==> src/rtl/tfbm_pkg.sv <==
// ----------------------------------------------------------------------------
// tfbm_pkg
// Shared types and constants of the TCP flow byte meter: flow key layout,
// result status codes, controller states and the command and status
// groups between the controller and the datapath.
// ----------------------------------------------------------------------------
package tfbm_pkg;

   // Result status codes.
   localparam logic [1:0] STATUS_OK     = 2'd0;
   localparam logic [1:0] STATUS_REJECT = 2'd1;
   localparam logic [1:0] STATUS_FULL   = 2'd2;

   // Configuration register map (byte addresses, 64-bit registers).
   localparam int unsigned CSR_ADDR_W          = 4;
   localparam logic [CSR_ADDR_W-1:0] CSR_ADDR_INTERVAL = 4'h0;
   localparam logic [63:0] INTERVAL_RESET      = 64'd1000000000;

   typedef struct packed {
      logic [31:0] proc_id;
      logic [31:0] src_addr;
      logic [15:0] src_port;
      logic [31:0] dst_addr;
      logic [15:0] dst_port;
   } flow_key_type;

   typedef enum logic [2:0] {
      ST_IDLE,
      ST_SCAN,
      ST_FETCH,
      ST_EVAL,
      ST_MISS
   } state_type;

   // Commands from the controller to the datapath.
   typedef struct packed {
      logic load;        // capture a new item and restart the key scan
      logic scan_en;     // issue key reads while the scan runs
      logic latch_hit;   // remember the index of the matching entry
      logic emit_drop;   // finish an ignored or rejected item
      logic emit_hit;    // finish a known flow: report, restamp, accumulate
      logic emit_miss;   // finish a new flow: report and insert
   } ctl_cmd_type;

   // Status from the datapath to the controller.
   typedef struct packed {
      logic drop;        // item needs no table access
      logic hit;         // key at the compare stage matches the item
      logic scan_done;   // every stored key has been compared
      logic out_free;    // the result register can take a new item
   } ctl_sts_type;

endpackage

==> src/rtl/tfbm_ctrl.sv <==
// ----------------------------------------------------------------------------
// tfbm_ctrl
// Sequencer of the flow meter. Accepts one item at a time, runs the key
// scan and picks the way the item is finished.
// ----------------------------------------------------------------------------
module tfbm_ctrl (
   input  logic                  clock,
   input  logic                  reset,
   input  logic                  req_valid,
   output logic                  req_stall,
   input  tfbm_pkg::ctl_sts_type sts,
   output tfbm_pkg::ctl_cmd_type cmd
);

   tfbm_pkg::state_type state_ff;
   tfbm_pkg::state_type state_in;

   always_ff @(posedge clock) begin
      if (reset) begin
         state_ff <= tfbm_pkg::ST_IDLE;
      end else begin
         state_ff <= state_in;
      end
   end

   always_comb begin
      state_in = state_ff;
      case (state_ff)
         tfbm_pkg::ST_IDLE: begin
            if (req_valid) begin
               state_in = tfbm_pkg::ST_SCAN;
            end
         end
         tfbm_pkg::ST_SCAN: begin
            if (sts.drop) begin
               if (sts.out_free) begin
                  state_in = tfbm_pkg::ST_IDLE;
               end
            end else if (sts.hit) begin
               state_in = tfbm_pkg::ST_FETCH;
            end else if (sts.scan_done) begin
               state_in = tfbm_pkg::ST_MISS;
            end
         end
         tfbm_pkg::ST_FETCH: begin
            state_in = tfbm_pkg::ST_EVAL;
         end
         tfbm_pkg::ST_EVAL, tfbm_pkg::ST_MISS: begin
            if (sts.out_free) begin
               state_in = tfbm_pkg::ST_IDLE;
            end
         end
         default: begin
            state_in = tfbm_pkg::ST_IDLE;
         end
      endcase
   end

   always_comb begin
      cmd       = '0;
      req_stall = 1'b1;
      case (state_ff)
         tfbm_pkg::ST_IDLE: begin
            req_stall = 1'b0;
            cmd.load  = req_valid;
         end
         tfbm_pkg::ST_SCAN: begin
            cmd.scan_en   = 1'b1;
            cmd.emit_drop = sts.drop && sts.out_free;
            cmd.latch_hit = !sts.drop && sts.hit;
         end
         tfbm_pkg::ST_FETCH: begin
            cmd = '0;
         end
         tfbm_pkg::ST_EVAL: begin
            cmd.emit_hit = sts.out_free;
         end
         tfbm_pkg::ST_MISS: begin
            cmd.emit_miss = sts.out_free;
         end
         default: begin
            cmd = '0;
         end
      endcase
   end

endmodule

==> config.mk <==
export PLATFORM = sky130hd
export DESIGN_NAME = tfbm_ctrl
export DESIGN_NICKNAME = d
export VERILOG_FILES = /design/src/rtl/tfbm_pkg.sv /design/src/rtl/tfbm_ctrl.sv
export SDC_FILE = /design/constraint.sdc
export NUM_CORES = 1
export LEC_CHECK = 0
export BUFFER_PORTS_ARGS = -buffer_cell sky130_fd_sc_hd__buf_2
export CORE_AREA = 2 2 39 41
export CTS_CLUSTER_SIZE = 28
export DETAILED_ROUTE_END_ITERATION = 10
export DIE_AREA = 0 0 41 43
export MAX_ROUTING_LAYER = met4
export REMOVE_ABC_BUFFERS = 1
export SYNTH_ARGS = -nofsm -noshare
export SYNTH_HDL_FRONTEND = slang
export SYNTH_SLANG_ARGS = --single-unit
==> constraint.sdc <==
create_clock -name clock -period 1.2 [get_ports clock]
set_input_delay 0.18 -clock clock [delete_from_list [all_inputs] [get_ports clock]]
set_output_delay 0.18 -clock clock [all_outputs]
set_load 0.05 [all_outputs]
==> results of run 1 <==
[worst max-delay path by stage]
stage	start	end	slack (ns)	depth (start not counted)
after global placement	state_ff[2]$_SDFFE_PP0P_	state_ff[2]$_SDFFE_PP0P_	-0.11	3
after detailed placement	state_ff[1]$_SDFFE_PP0P_	cmd[5]	-0.11	3
after global routing	state_ff[2]$_SDFFE_PP0P_	cmd[5]	-0.24	3
after CTS	state_ff[0]$_SDFFE_PP0P_	cmd[5]	-0.20	3
final	state_ff[2]$_SDFFE_PP0P_	cmd[5]	-0.20	3
after floorplan	state_ff[2]$_SDFFE_PP0P_	cmd[2]	-0.77	3
[metal layers]
| layer | share of wire (%) | wire length (um) |
|---|---|---|
| met5 | 0 | 0 |
| met2 | 52 | 403 |
| met4 | 0 | 0 |
| met1 | 42 | 327 |
| met3 | 6.0 | 47 |
[cells by family after synthesis]
| group | after synthesis | synth area share, % |
|---|---|---|
| simple gates | 17 | 41.1 |
| compound gates | 7 | 25.6 |
| buf+inv | 3 | 6.67 |
| flops | 3 | 26.7 |
[cell type report]
class | instances | area, um2 | area share [%]
clock buffer | 4 | 26.3 | 5.29
inverter | 2 | 7.51 | 1.51
timing repair buffer | 19 | 170 | 34.3
sequential | 3 | 63.8 | 12.8
tap | 16 | 20.0 | 4.03
multi-input combinational | 24 | 209 | 42.1
[metrics by stage]
stage | setup TNS, ns | setup slack, ns | power [mW] | area [um2] | instances
2_1_floorplan | -2.64 | -0.769 | 0.226 | 218 | 29
3_3_place_gp | -0.364 | -0.114 | 0.284 | 340 | 63
3_5_place_dp | -0.314 | -0.108 | 0.284 | 340 | 63
4_1_cts | -1.05 | -0.202 | 0.516 | 453 | 67
5_1_grt | -1.36 | -0.243 | 0.573 | 497 | 68
6_report | -1.02 | -0.197 | 0.541 | 497 | 68
[cells in the mapped netlist (all sizes together)]
master and count:
nand2b 1, buf 1, inv 2, and3 4
a22o 1, nor2 6, or2b 1, nand2 1
or3 2, dfxtp 3, o21ai 2, a211oi 1
a2111oi 1, o32a 1, nor4 2, a31oi 1
[worst max-delay path, stage by stage, from the launching register on]
cell and delay, ns:
dfxtp_2 0.33, or3_4 0.40, nor2_4 0.10, buf_8 0.15
[repair_timing]
action / 4_1_cts / 5_1_grt
setup buffers: 0 / 1
resized for setup: 25 / 8
setup endpoints to repair: 8 / 8
hold endpoints to repair: 0 / 0
pin swaps: 4 / 3
[power breakdown]
| part | switching, mW | internal, mW |
|---|---|---|
| clock | 0.0571 | 0.125 |
| sequential | 0.00955 | 0.108 |
| combinational | 0.137 | 0.104 |
==> flow_metrics.py, run 1 <==
metrics = {
    "floorplanning": {
        "io-pin-count": 14,
        "core_region_area_mm2": 0.00138,
        "initial_core_util_pct": 16.3,
        "die_x_um": 41,
        "placementRows": 14,
        "die-area_mm2": 0.00176,
        "die_h_um": 43,
    },
    "route": {
        "first_pass_iters": 4,
        "wirelength_um": 777,
        "drtIter0Drc": 1,
        "route.detailed.drc": 0,
        "final_antenna_net_count": 0,
        "viasPerCell": 4.50,
        "vias": 306,
        "detail_route.wl_per_cell_um": 11.4,
    },
    "setup_path": {
        "endpoint_kind": "primary output",
        "critPathLaunchType": "flip-flop",
        "crit_fanout": 4,
        "reg2reg_to": "state_ff[2]$_SDFFE_PP0P_",
        "critPathArrivalTime_ns": 1.22,
        "timing.rr.start": "state_ff[1]$_SDFFE_PP0P_",
        "worst-setup-path-type": "reg2out",
        "rrSetupSlack_ns": -0.12,
        "r2r_cells": 4,
        "worst_ep_required_time_ns": 1.02,
    },
    "place": {
        "gp_congestion": 0.702,
        "dp_hpwl_um": 492,
        "port_buffers": 13,
    },
    "sta": {
        "setup-violations-final": 8,
        "rsz0062_at_grt": "yes",
        "slew_headroom_pct": 76.9,
        "drv_slew": 0,
        "hold_viol": 0,
        "fmax_mhz": 716,
        "setup_ws_ns": -0.197,
        "skew_ns": 0.00561,
        "period_minus_slack_ns": 1.40,
        "holdWs_ns": 0.184,
        "fin_crit_sh_pct": 116,
        "worst_slew_pin_slew_ns": 0.344,
    },
    "pwr": {
        "power.density_mw_per_mm2": 1090,
        "power.leakage_nw": 0.210,
        "ir_drop_v": 0.000302,
    },
    "global_route": {
        "grt_use_met3_pct": 1.57,
        "grtUsageTotal_pct": 10.9,
        "antenna_found_initial": 0,
        "grt_pass1_vias": 317,
        "grt-busiest-layer": "met2",
        "overflow": 0,
        "grt_pass1_wl_um": 1280,
        "met1_usage_pct": 14.1,
        "grt_max_degree": 8,
        "met2_usage_pct": 14.7,
    },
    "clocking": {
        "clockBufferDepth": 2,
        "cts_hold_buf": 0,
        "cts_buffers": 3,
        "root_buffer": "clkbuf_4",
        "cts_tree": "done",
        "htreeDepth": 1,
        "cts_sinks": 3,
        "clk_pin_slew_worst_paths_ns": 0.04,
        "clkLatencyLatePin_ns": 0.24,
    },
    "cells_and_area": {
        "largest_register": "state_ff",
        "final_util_pct": 35.9,
        "diodes": 0,
        "top_regs": "state_ff x3",
        "fin_nets": 60,
        "area_growth_pct": 121,
        "final_cell_mix": "buf_2 (7), buf_8 (4), buf_6 (4), buf_4 (4)",
        "num-fill-cells": 159,
        "layout.cells.most_common": "buf_2",
        "layout-drive-gt1-share_pct": 67.3,
        "largest_reg_flops": 3,
    },
    "yosys": {
        "synth_cell_types": 18,
        "yosys_warnings": 0,
        "synthTopCellsByArea": "dfxtp_1 (27%), nor2_1 (10%), and3_1 (8.3%), a2111oi_2 (6.7%), nor4_1 (5.6%)",
        "yosysTopAreaCellShare_pct": 26.7,
        "yosys.area.top_type": "dfxtp_1",
        "yosysSeqAreaShare_pct": 26.7,
        "netlist_area_um2": 225,
        "avgSynthCellArea_um2": 7.51,
        "ys_seq_elements": 3,
        "postSynthCellCount": 30,
    },
    "worst_hold_path": {
        "min_from": "reset",
        "hold_end": "state_ff[2]$_SDFFE_PP0P_",
        "hold_path_depth": 2,
        "holdCritPathClass": "in2reg",
    },
    "status": {
        "violations": "setup timing",
        "status": "finished with violations",
    },
    "flow_run": {
        "max_cap_viol_count": 0,
    },
}
Power figures use the tool's default switching activity.
==> run 2: changes to the inputs <==
CORE_AREA = 3 3 40 42   (was 2 2 39 41)
DIE_AREA = 0 0 43 45   (was 0 0 41 43)
==> run 2 against run 1 <==
Against the previous run: fmax is 0.92% higher; critical path depth stayed put; clock skew shrank 0.00075 ns; core utilization is 3.3 points higher; the run still ends with setup timing left; clock power barely moved; count of clock-buffer cells in the layout is the same; register-to-register slack better by 0.02 ns; design area up 1.5%; combinational power about the same.
==> flow_metrics.py, run 2 (synthesized netlist as in run 1, its figures left out) <==
metrics = {
    "floorplanning": {
        "initial_core_util_pct": 17.5,
        "die_h_um": 45,
        "io-pin-count": 14,
        "die-area_mm2": 0.00194,
        "placementRows": 13,
        "die_x_um": 43,
        "core_region_area_mm2": 0.00128,
    },
    "setup_path": {
        "critPathLaunchType": "flip-flop",
        "slowest_delay_ns": 0.38,
        "crit_fanout": 4,
        "critPathArrivalTime_ns": 1.20,
        "endpoint_kind": "primary output",
        "path_buf_inv": 1,
        "worst-setup-path-type": "reg2out",
        "crit_chain": "or3_4, nor2_4, buf_8",
        "worst_ep_required_time_ns": 1.02,
        "slowest_stage": "or3_4",
        "crit_family": "simple AND/OR/NAND/NOR gates",
    },
    "cells_and_area": {
        "final_cell_mix": "buf_2 (7), buf_4 (6), buf_8 (4), buf_6 (4)",
        "layout.cells.most_common": "buf_2",
        "area_growth_pct": 124,
        "largest_register": "state_ff",
        "diodes": 0,
        "fin_area_um2": 504,
        "largest_reg_flops": 3,
        "layout-drive-gt1-share_pct": 70.4,
        "top_regs": "state_ff x3",
        "num-fill-cells": 133,
        "fin_nets": 62,
    },
    "clocking": {
        "clk_pin_slew_worst_paths_ns": 0.04,
        "clkLatencyLatePin_ns": 0.23,
        "clockBufferDepth": 2,
        "cts_sinks": 3,
        "htreeDepth": 1,
        "root_buffer": "clkbuf_4",
        "cts_tree": "done",
        "cts_buffers": 3,
    },
    "route": {
        "route.detailed.drc": 0,
        "first_pass_iters": 3,
        "drtIter0Drc": 3,
        "viasPerCell": 4.59,
        "detail_route.wl_per_cell_um": 11.8,
        "vias": 317,
        "final_antenna_net_count": 0,
        "wirelength_um": 816,
    },
    "sta": {
        "hold_viol": 0,
        "drv_slew": 0,
        "rsz0062_at_grt": "yes",
        "period_minus_slack_ns": 1.38,
        "worst_slew_pin_slew_ns": 0.281,
        "fin_crit_sh_pct": 115,
        "fmax_mhz": 722,
        "setup_ws_ns": -0.184,
        "skew_ns": 0.00486,
        "setup-violations-final": 8,
        "slew_headroom_pct": 81.1,
    },
    "global_route": {
        "grt_pass1_wl_um": 1400,
        "antenna_found_initial": 0,
        "grtUsageTotal_pct": 9.84,
        "grt_pass1_vias": 358,
        "grt_max_degree": 8,
        "overflow": 0,
    },
    "pwr": {
        "ir_drop_v": 0.000323,
        "p_total_mw": 0.539,
        "power.leakage_nw": 0.221,
        "power.density_mw_per_mm2": 1070,
    },
    "status": {
        "status": "finished with violations",
        "violations": "setup timing",
    },
    "worst_hold_path": {
        "holdCritPathClass": "in2reg",
    },
    "place": {
        "port_buffers": 13,
        "place_area_um2": 339,
        "dp_hpwl_um": 525,
        "gp_congestion": 0.730,
    },
    "flow_run": {
        "max_cap_viol_count": 0,
    },
}
run 2: changes by cell type in the layout (fill, tap and decap cells not counted), sizes merged:
cell / previous run / this run
buf: 19 / 21
run 2: area by class of cell:
type	count	area, um2	share of cell area (%)
flip-flops and latches	3	63.8	12.7
inverters	2	7.51	1.49
well taps	15	18.8	3.72
multi-input cells	24	203	40.2
repair buffers	21	185	36.7
clock buffers	4	26.3	5.21
run 2: worst paths after layout:
kind         slack (ns)                startpoint  depth (start not counted)                       end
max               -0.18  state_ff[0]$_SDFFE_PP0P_                          3                    cmd[5]
min                0.17                     reset                          2  state_ff[2]$_SDFFE_PP0P_
max reg2reg       -0.10  state_ff[1]$_SDFFE_PP0P_                          4  state_ff[2]$_SDFFE_PP0P_
min reg2reg        0.63  state_ff[1]$_SDFFE_PP0P_                          3  state_ff[2]$_SDFFE_PP0P_
run 2: repair_timing:
item                       CTS  global route
setup buffers                1             2
resized for setup           28             5
hold buffers                 0             0
pin swaps                    5             2
setup endpoints to repair    8             8
run 2: power breakdown:
| group | internal [mW] | total [mW] | leakage, nW | switching [mW] |
|---|---|---|---|---|
| Clock | 0.125 | 0.179 | 0.0150 | 0.0539 |
| Combinational | 0.108 | 0.243 | 0.180 | 0.135 |
| Sequential | 0.108 | 0.118 | 0.0258 | 0.00948 |
run 2: stage by stage:
step                      hold WS (ns)  TNS [ns]  util, %  instances  setup slack [ns]
after CTS                        0.165     -1.00     36.6         67            -0.212
final                            0.170     -1.02     39.2         69            -0.184
after global placement           0.415    -0.401     26.4         62            -0.113
after global routing             0.184     -1.32     39.2         69            -0.234
after floorplan                  0.256     -2.64        -         29            -0.769
after detailed placement         0.419    -0.355     26.4         62            -0.123
run 2: metal layers:
layer | global-route usage (%) | routed length, um | part of all wire (%) | up-vias
li1 | - | - | - | 158
met1 | 10.5 | 330 | 40 | 148
met2 | 17.7 | 440 | 54 | 11
met3 | 0 | 46 | 5.6 | 0
met4 | 7.23 | 0 | 0 | 0
met5 | - | 0 | 0 | -
run 2: worst reg2reg max path, stage by stage (launching register included):
cell and delay, ns:
dfxtp_2 0.34, buf_6 0.14, nor4_2 0.06, or3_1 0.33
a2111oi_2 0.32
==> run 3: changes to the inputs <==
CELL_PAD_IN_SITES_DETAIL_PLACEMENT = 0   (was default)
CELL_PAD_IN_SITES_GLOBAL_PLACEMENT = 2   (was default)
CORE_AREA = default   (was 3 3 40 42)
CORE_MARGIN = 3   (was default)
CORE_UTILIZATION = 16   (was default)
DIE_AREA = default   (was 0 0 43 45)
PLACE_DENSITY_LB_ADDON = 0.1   (was default)
SLEW_MARGIN = 15   (was default)
==> run 3 against run 2 <==
Against the previous run: the flow still finishes with violations (setup timing); combinational power increased by 4%; cell count increased by 2.9%; core utilization grew 4.1 points; flip-flop and latch count is the same; count of clock-buffer cells in the layout stayed put; sequential share of layout area is 0.41 points higher; fmax down 0.16%; first-iteration DRC count is 67% lower; routed wire length rose by 5.5%; largest power group unchanged.
==> flow_metrics.py, run 3 (synthesized netlist as in run 1, its figures left out) <==
metrics = {
    "status": {
        "status": "finished with violations",
        "violations": "setup timing",
    },
    "clocking": {
        "cts_buffers": 3,
        "clockBufferDepth": 2,
        "clk_pin_slew_worst_paths_ns": 0.04,
        "cts_sinks": 3,
        "root_buffer": "clkbuf_4",
        "cts_tree": "done",
        "cts_hold_buf": 0,
        "clkLatencyLatePin_ns": 0.24,
        "htreeDepth": 1,
    },
    "cells_and_area": {
        "largest_reg_flops": 3,
        "layout-drive-gt1-share_pct": 71.9,
        "final_cell_mix": "buf_4 (9), buf_2 (7), buf_6 (5)",
        "fin_nets": 65,
        "top_regs": "state_ff x3",
        "num-fill-cells": 121,
        "largest_register": "state_ff",
        "area_growth_pct": 134,
        "layout.cells.most_common": "buf_4",
        "diodes": 0,
        "fin_area_um2": 527,
    },
    "worst_hold_path": {
        "holdCritPathClass": "in2reg",
    },
    "setup_path": {
        "slowest_stage": "or3_4",
        "crit_chain": "or3_4, nor2_4, buf_6",
        "worst-setup-path-type": "reg2out",
        "worst_ep_required_time_ns": 1.02,
        "crit_fanout": 3,
        "slowest_delay_ns": 0.40,
        "critPathLaunchType": "flip-flop",
        "endpoint_kind": "primary output",
        "critPathArrivalTime_ns": 1.21,
    },
    "sta": {
        "skew_ns": 0.00952,
        "drv_slew": 0,
        "slew_headroom_pct": 82.2,
        "hold_viol": 0,
        "setup_ws_ns": -0.187,
        "period_minus_slack_ns": 1.39,
        "worst_slew_pin_slew_ns": 0.264,
        "rsz0062_at_grt": "yes",
        "setup-violations-final": 8,
        "fmax_mhz": 721,
        "fin_crit_sh_pct": 116,
        "holdWs_ns": 0.190,
    },
    "floorplanning": {
        "io-pin-count": 14,
        "die-area_mm2": 0.00189,
        "die_h_um": 43.5,
        "die_x_um": 43.5,
        "initial_core_util_pct": 18.5,
        "placementRows": 12,
        "core_region_area_mm2": 0.00122,
    },
    "global_route": {
        "grt_max_degree": 6,
        "grtUsageTotal_pct": 11.2,
        "grt_pass1_vias": 359,
        "grt_pass1_wl_um": 1570,
        "overflow": 0,
        "antenna_found_initial": 0,
    },
    "route": {
        "viasPerCell": 4.49,
        "drtIter0Drc": 1,
        "route.detailed.drc": 0,
        "final_antenna_net_count": 0,
        "vias": 319,
        "first_pass_iters": 4,
        "wirelength_um": 861,
        "detail_route.wl_per_cell_um": 12.1,
    },
    "place": {
        "gp_congestion": 0.792,
        "place_area_um2": 360,
        "port_buffers": 13,
        "dp_hpwl_um": 640,
    },
    "pwr": {
        "power.density_mw_per_mm2": 1040,
        "ir_drop_v": 0.000558,
        "power.leakage_nw": 0.234,
    },
    "flow_run": {
        "max_cap_viol_count": 0,
    },
}
[run 3: cell count changes in the layout (fill, tap and decap cells not counted)]
cell     before  now
nand2_1       0    1
buf_4         6    9
nor2_2        0    1
buf_6         4    5
nand2_2       1    0
buf_8         4    3
dfxtp_4       0    2
dfxtp_2       3    1
nor2_1        3    2
[run 3: final timing paths]
path	startpoint	end	slack, ns	cells past startpoint
worst min-delay path	reset	state_ff[2]$_SDFFE_PP0P_	0.19	2
worst max register to register	state_ff[1]$_SDFFE_PP0P_	state_ff[2]$_SDFFE_PP0P_	-0.07	4
worst max-delay path	state_ff[1]$_SDFFE_PP0P_	cmd[5]	-0.19	3
worst min register to register	state_ff[2]$_SDFFE_PP0P_	state_ff[1]$_SDFFE_PP0P_	0.53	2
[run 3: layer usage]
| metal | track usage, % | vias up | routed length (um) |
|---|---|---|---|
| met3 | 5.81 | 0 | 55 |
| met1 | 12.4 | 143 | 377 |
| met4 | 1.81 | 0 | 0 |
| li1 | - | 166 | - |
| met5 | - | - | 0 |
| met2 | 18.3 | 10 | 428 |
[run 3: report_power, final]
group	internal (mW)	switching (mW)	leakage (nW)	total, mW
Sequential	0.106	0.0103	0.0264	0.117
Clock	0.125	0.0571	0.0150	0.182
Combinational	0.115	0.137	0.193	0.252
[run 3: cell type report]
class / count / area (um2) / share of cell area [%]
flip-flops and latches: 3 / 68.8 / 13.1
repair buffers: 24 / 204 / 38.7
well taps: 14 / 17.5 / 3.33
clock buffers: 4 / 26.3 / 4.99
multi-input cells: 24 / 203 / 38.5
inverters: 2 / 7.51 / 1.43
[run 3: repair_timing]
item,4_1_cts,5_1_grt
resized for setup,29,5
pin swaps,3,5
buffers inserted,1,2
setup endpoints to repair,8,8
[run 3: stage by stage]
step | setup slack (ns) | power, mW | utilization (%) | setup TNS (ns) | cells
floorplan | -0.769 | 0.226 | - | -2.64 | 29
global placement | -0.107 | 0.303 | 29.6 | -0.353 | 64
finish | -0.187 | 0.550 | 43.3 | -0.999 | 71
CTS | -0.223 | 0.540 | 40.6 | -1.03 | 69
detailed placement | -0.129 | 0.303 | 29.6 | -0.394 | 64
global route | -0.225 | 0.586 | 43.3 | -1.39 | 71
[run 3: worst max-delay path: cells and delay by family (launching register included)]
| family | cells | cell delay [ns] |
|---|---|---|
| buf+inv | 1 | 0.15 |
| simple gates | 2 | 0.49 |
| flops | 1 | 0.33 |
